--- config.mk ---
export PLATFORM = sky130hd
export DESIGN_NAME = scda_fifo
export DESIGN_NICKNAME = d
export VERILOG_FILES = /design/src/rtl/core/scda_fifo.sv
export SDC_FILE = /design/constraint.sdc
export NUM_CORES = 1
export LEC_CHECK = 0
export ABC_AREA = 1
export BUFFER_PORTS_ARGS = -buffer_cell sky130_fd_sc_hd__buf_4
export CAP_MARGIN = 20
export CORE_MARGIN = 2
export CORE_UTILIZATION = 56
export CTS_BUF_LIST = sky130_fd_sc_hd__clkbuf_2
export DETAILED_ROUTE_END_ITERATION = 8
export PLACE_DENSITY = 0.85
export RECOVER_POWER = 50
export SLEW_MARGIN = 20
export SYNTH_ARGS = -nofsm -noshare
export SYNTH_HDL_FRONTEND = slang
export SYNTH_SLANG_ARGS = --single-unit
export TNS_END_PERCENT = 20
--- constraint.sdc ---
create_clock -name clk_i -period 3.32 [get_ports clk_i]
set_input_delay 0.166 -clock clk_i [delete_from_list [all_inputs] [get_ports clk_i]]
set_output_delay 0.166 -clock clk_i [all_outputs]
set_load 0.01 [all_outputs]
--- src/rtl/core/scda_fifo.sv ---
// Small register queue used between the front, the back and the result port.
module scda_fifo #(
  parameter int unsigned Width = 8,
  parameter int unsigned Depth = 2
) (
  input  logic             clk_i,
  input  logic             rst_ni,
  input  logic             push_i,
  input  logic [Width-1:0] wdata_i,
  output logic             full_o,
  input  logic             pop_i,
  output logic [Width-1:0] rdata_o,
  output logic             empty_o
);

  localparam int unsigned PW = (Depth > 1) ? $clog2(Depth) : 1;
  localparam int unsigned CW = $clog2(Depth + 1);

  logic [Width-1:0] slots_q [Depth];
  logic [PW-1:0]    wr_q, wr_d, rd_q, rd_d;
  logic [CW-1:0]    cnt_q, cnt_d;
  logic             do_push, do_pop;

  assign full_o  = (cnt_q == CW'(Depth));
  assign empty_o = (cnt_q == '0);
  assign do_push = push_i && !full_o;
  assign do_pop  = pop_i && !empty_o;
  assign rdata_o = slots_q[rd_q];

  always_comb begin
    wr_d  = wr_q;
    rd_d  = rd_q;
    cnt_d = cnt_q;
    if (do_push) begin
      wr_d = (wr_q == PW'(Depth - 1)) ? '0 : wr_q + 1'b1;
    end
    if (do_pop) begin
      rd_d = (rd_q == PW'(Depth - 1)) ? '0 : rd_q + 1'b1;
    end
    if (do_push && !do_pop) begin
      cnt_d = cnt_q + 1'b1;
    end else if (do_pop && !do_push) begin
      cnt_d = cnt_q - 1'b1;
    end
  end

  always_ff @(posedge clk_i or negedge rst_ni) begin
    if (!rst_ni) begin
      wr_q  <= '0;
      rd_q  <= '0;
      cnt_q <= '0;
    end else begin
      wr_q  <= wr_d;
      rd_q  <= rd_d;
      cnt_q <= cnt_d;
    end
  end

  always_ff @(posedge clk_i) begin
    if (do_push) begin
      slots_q[wr_q] <= wdata_i;
    end
  end

endmodule

==> results list <==
- In the post-route analysis, the smallest setup slack over all paths is 1719 ps.
* Diode count: 0
* Area of the die: 1766 µm²
* Layout Skew: 8.107 ps
- Global placement routability congestion: 0.9126
- The total overflow left after global routing is 0.
- Relative slew slack: between 50% and 60%
- DRT Wirelength: 2002 µm
* Max frequency: 624.5 MHz
- For this design the top-level I/O count stands at 22.
* Vias after detailed routing: between 600 and 700
* Clock latency on the worst-skew pair: 310 ps
- Post-cts resize count: 0
- Top cell type's share of synthesized area: 59.35%
* Sequential share of the synthesized area: a little under three quarters
* Number of hold-slack violations in the final timing report: 0
* Cell total after placement: ~110
* Antenna-violating nets left: 0
- At the placement stage, the worst setup path has a slack of 1806 ps.
- Worst-path maximum fanout: 8
- Type of the worst min-delay path: in -> reg
- Setup repair after global routing left no endpoint under its margin.
* Mapped Cells: between 70 and 80
* Level count of the clock H-tree: 1
* Setup TNS Final: 0 ps
- In this run, distinct cell masters in the synthesized netlist total 14.
- Leaving out fill and tap cells, the most frequent cell in the layout is sky130_fd_sc_hd__nand2_1.
* Total power: 0.0009452 W
* Sort of element at the end of the critical path: register
- Number of global-route vias before repair: 576
- After synthesis the cells add up to 809.5 µm².
- Routed length per instance: 16.68 µm
- Maximum Capacitance Violations: 0
* Highest-count cells in the layout ignoring fill and taps: 33 x sky130_fd_sc_hd__nand2_1, 16 x sky130_fd_sc_hd__edfxtp_1, 11 x sky130_fd_sc_hd__buf_4
- In this run the vertical extent of the chip is 42.02 µm.
* Result of the run: finished clean
* Post-layout instance count excluding filler cells: 120
* Number of filler instances in the final layout: 87
- The most critical setup path has its startpoint at cnt_q[0]$_DFFE_PN0P_.
* Length of the first detailed-routing pass in iterations: 3
* DR WL met3: 50 µm
* CP Data Arrival Time: 1580 ps
- Detailed placement ended at an HPWL of about 1100 µm.
* Final critical-path share of the clock period: 48.23%
- Total DRC errors in the routed layout: 0
- CTS placed an instance of sky130_fd_sc_hd__clkbuf_2 at the clock tree root.
- Number of clock buffers inserted by TritonCTS: 3
- Port buffering added 21 buffers.
* Initial antenna violation count: 0
- In the final routing, the length of wire on met1 measures ~760 µm.
- The initial utilization of the core area, before any placement, comes to 60.69%.
- Mapped Nets: 86
* Start of the worst register-to-register path: cnt_q[0]$_DFFE_PN0P_
* Synth Warn #: 0
- VDD sags by at most 0.5533 mV.
* Actual slew at the worst max-slew pin: 683.8 ps
- Number of setup buffers added after CTS: 0
- The area growth from synthesis to layout is 34.62%.
* Largest cells by area after synthesis: sky130_fd_sc_hd__edfxtp_1 59%, sky130_fd_sc_hd__nand2_1 15%, sky130_fd_sc_hd__dfrtp_1 12%, sky130_fd_sc_hd__inv_1 3.2%, sky130_fd_sc_hd__ha_1 1.5%
- Global routing used roughly a fifth of the available tracks.
- Drt first-iter violations: 16
- Startpoint of the worst hold path: wdata_i[7]
- Synth Area per Inst: 11.09 µm²
- The critical path is of the reg -> reg type.
- Maximum number of pins on one net before global-route repair: 13
- Highest routed metal layer: met4
* Total power per unit cell area: 867.3 nW/µm²
* Number of core rows: 13
* Worst Setup Start Kind: register
- Using the TritonRoute via totals, the vias-per-cell ratio works out to 5.317.
* First-pass GRT wire length: approximately 2600 µm
- Number of clock sinks seen by CTS: 20
- Leakage power total: just over 0.5 nW
* Clock tree from TritonCTS: done
* Final setup vio count: 0
- The final-report max-slew violation count came to 0.
- Standard cell core area: 1334 µm²
- Req. time, crit path: 3300 ps
- The die is 42.02 µm wide.
- Fin nets: 119
* Met2 routed WL: 1134 µm
- Cells with a size suffix above 1 make up between 20% and 30% of the layout.
- Library cell occupying the most area in the post-synthesis netlist: sky130_fd_sc_hd__edfxtp_1
* CTS max path bufs: 2
- The synthesized design contains 20 register bits.
* Clock transition at path regs: roughly 190 ps
- Min Tclk post-route: 1601 ps
==> registers in the layout, summed over array words and instances, names as in the netlist <==
name     cells
slots_q     16
cnt_q        2
rd_q         1
wr_q         1
==> worst max-delay path, cell delays in order (launching register included) <==
cell and delay [ps]:
sky130_fd_sc_hd__dfrtp_1 520, sky130_fd_sc_hd__o21ai_0 190, sky130_fd_sc_hd__nor2_1 560
==> cell usage after synthesis (all sizes together) <==
library cell,number
xnor2,1
edfxtp,16
inv,8
nand3b,1
nand2,33
nor2,4
nand4,1
ha,1
buf,1
dfrtp,4
o21ai,2
nand3,1
==> metal layers <==
| metal | vias to the layer above | GRT usage (%) |
|---|---|---|
| met5 | - | 0 |
| li1 | 299 | - |
| met4 | 0 | 11.25 |
| met3 | 6 | 2.586 |
| met1 | 315 | 24.70 |
| met2 | 18 | 32.81 |
==> cells by family after synthesis <==
logic type               synth area share (%)
AND/OR/NAND/NOR                         20.09
flip-flops                              71.72
buffers and inverters                   4.327
AO/OA/AOI/OAI                           1.237
XOR/XNOR                                1.082
adder cells (fa/ha/maj)                 1.545
==> per-stage QoR <==
| step | area (µm²) | hold slack [ps] | util, % |
|---|---|---|---|
| after floorplan | 809.5 | -129.6 | - |
| after global placement | 980.9 | -32.95 | 73.55 |
| after detailed placement | 980.9 | -32.20 | 73.55 |
| after CTS | 1036 | 19.42 | 77.67 |
| after global routing | 1090 | 20.78 | 81.71 |
| final | 1090 | 51.66 | 81.71 |
==> power breakdown <==
group / switching, W / internal (W)
Clock: 0.0000782 / 0.000104
Sequential: 0.0000528 / 0.000348
Combinational: 0.000216 / 0.000146
==> layout make-up <==
type / count / area [µm²] / share of cell area [%]
clock inverters: 1 / 30.03 / 2.755
multi-input cells: 44 / 188.9 / 17.34
flip-flops and latches: 20 / 580.6 / 53.27
well taps: 15 / 18.77 / 1.722
repair buffers: 29 / 226.5 / 20.78
clock buffers: 3 / 15.01 / 1.378
inverters: 8 / 30.03 / 2.755
==> final timing paths <==
check	depth (start not counted)	slack, ps	to
min reg2reg	2	570	wr_q$_DFFE_PN0N_
max	2	1720	slots_q[1][7]$_DFFE_PP_
max reg2reg	2	1720	slots_q[1][7]$_DFFE_PP_
max in group asynchronous	2	2940	rd_q$_DFFE_PN0P_
min	1	50	slots_q[1][7]$_DFFE_PP_
min in group asynchronous	2	190	cnt_q[0]$_DFFE_PN0P_
==> timing repair <==
action                                  in CTS  in global routing
hold endpoints to repair                     4                 13
endpoints found under the setup margin       0                  0
hold buffers                                 1                  7
Power figures use the tool's default switching activity.
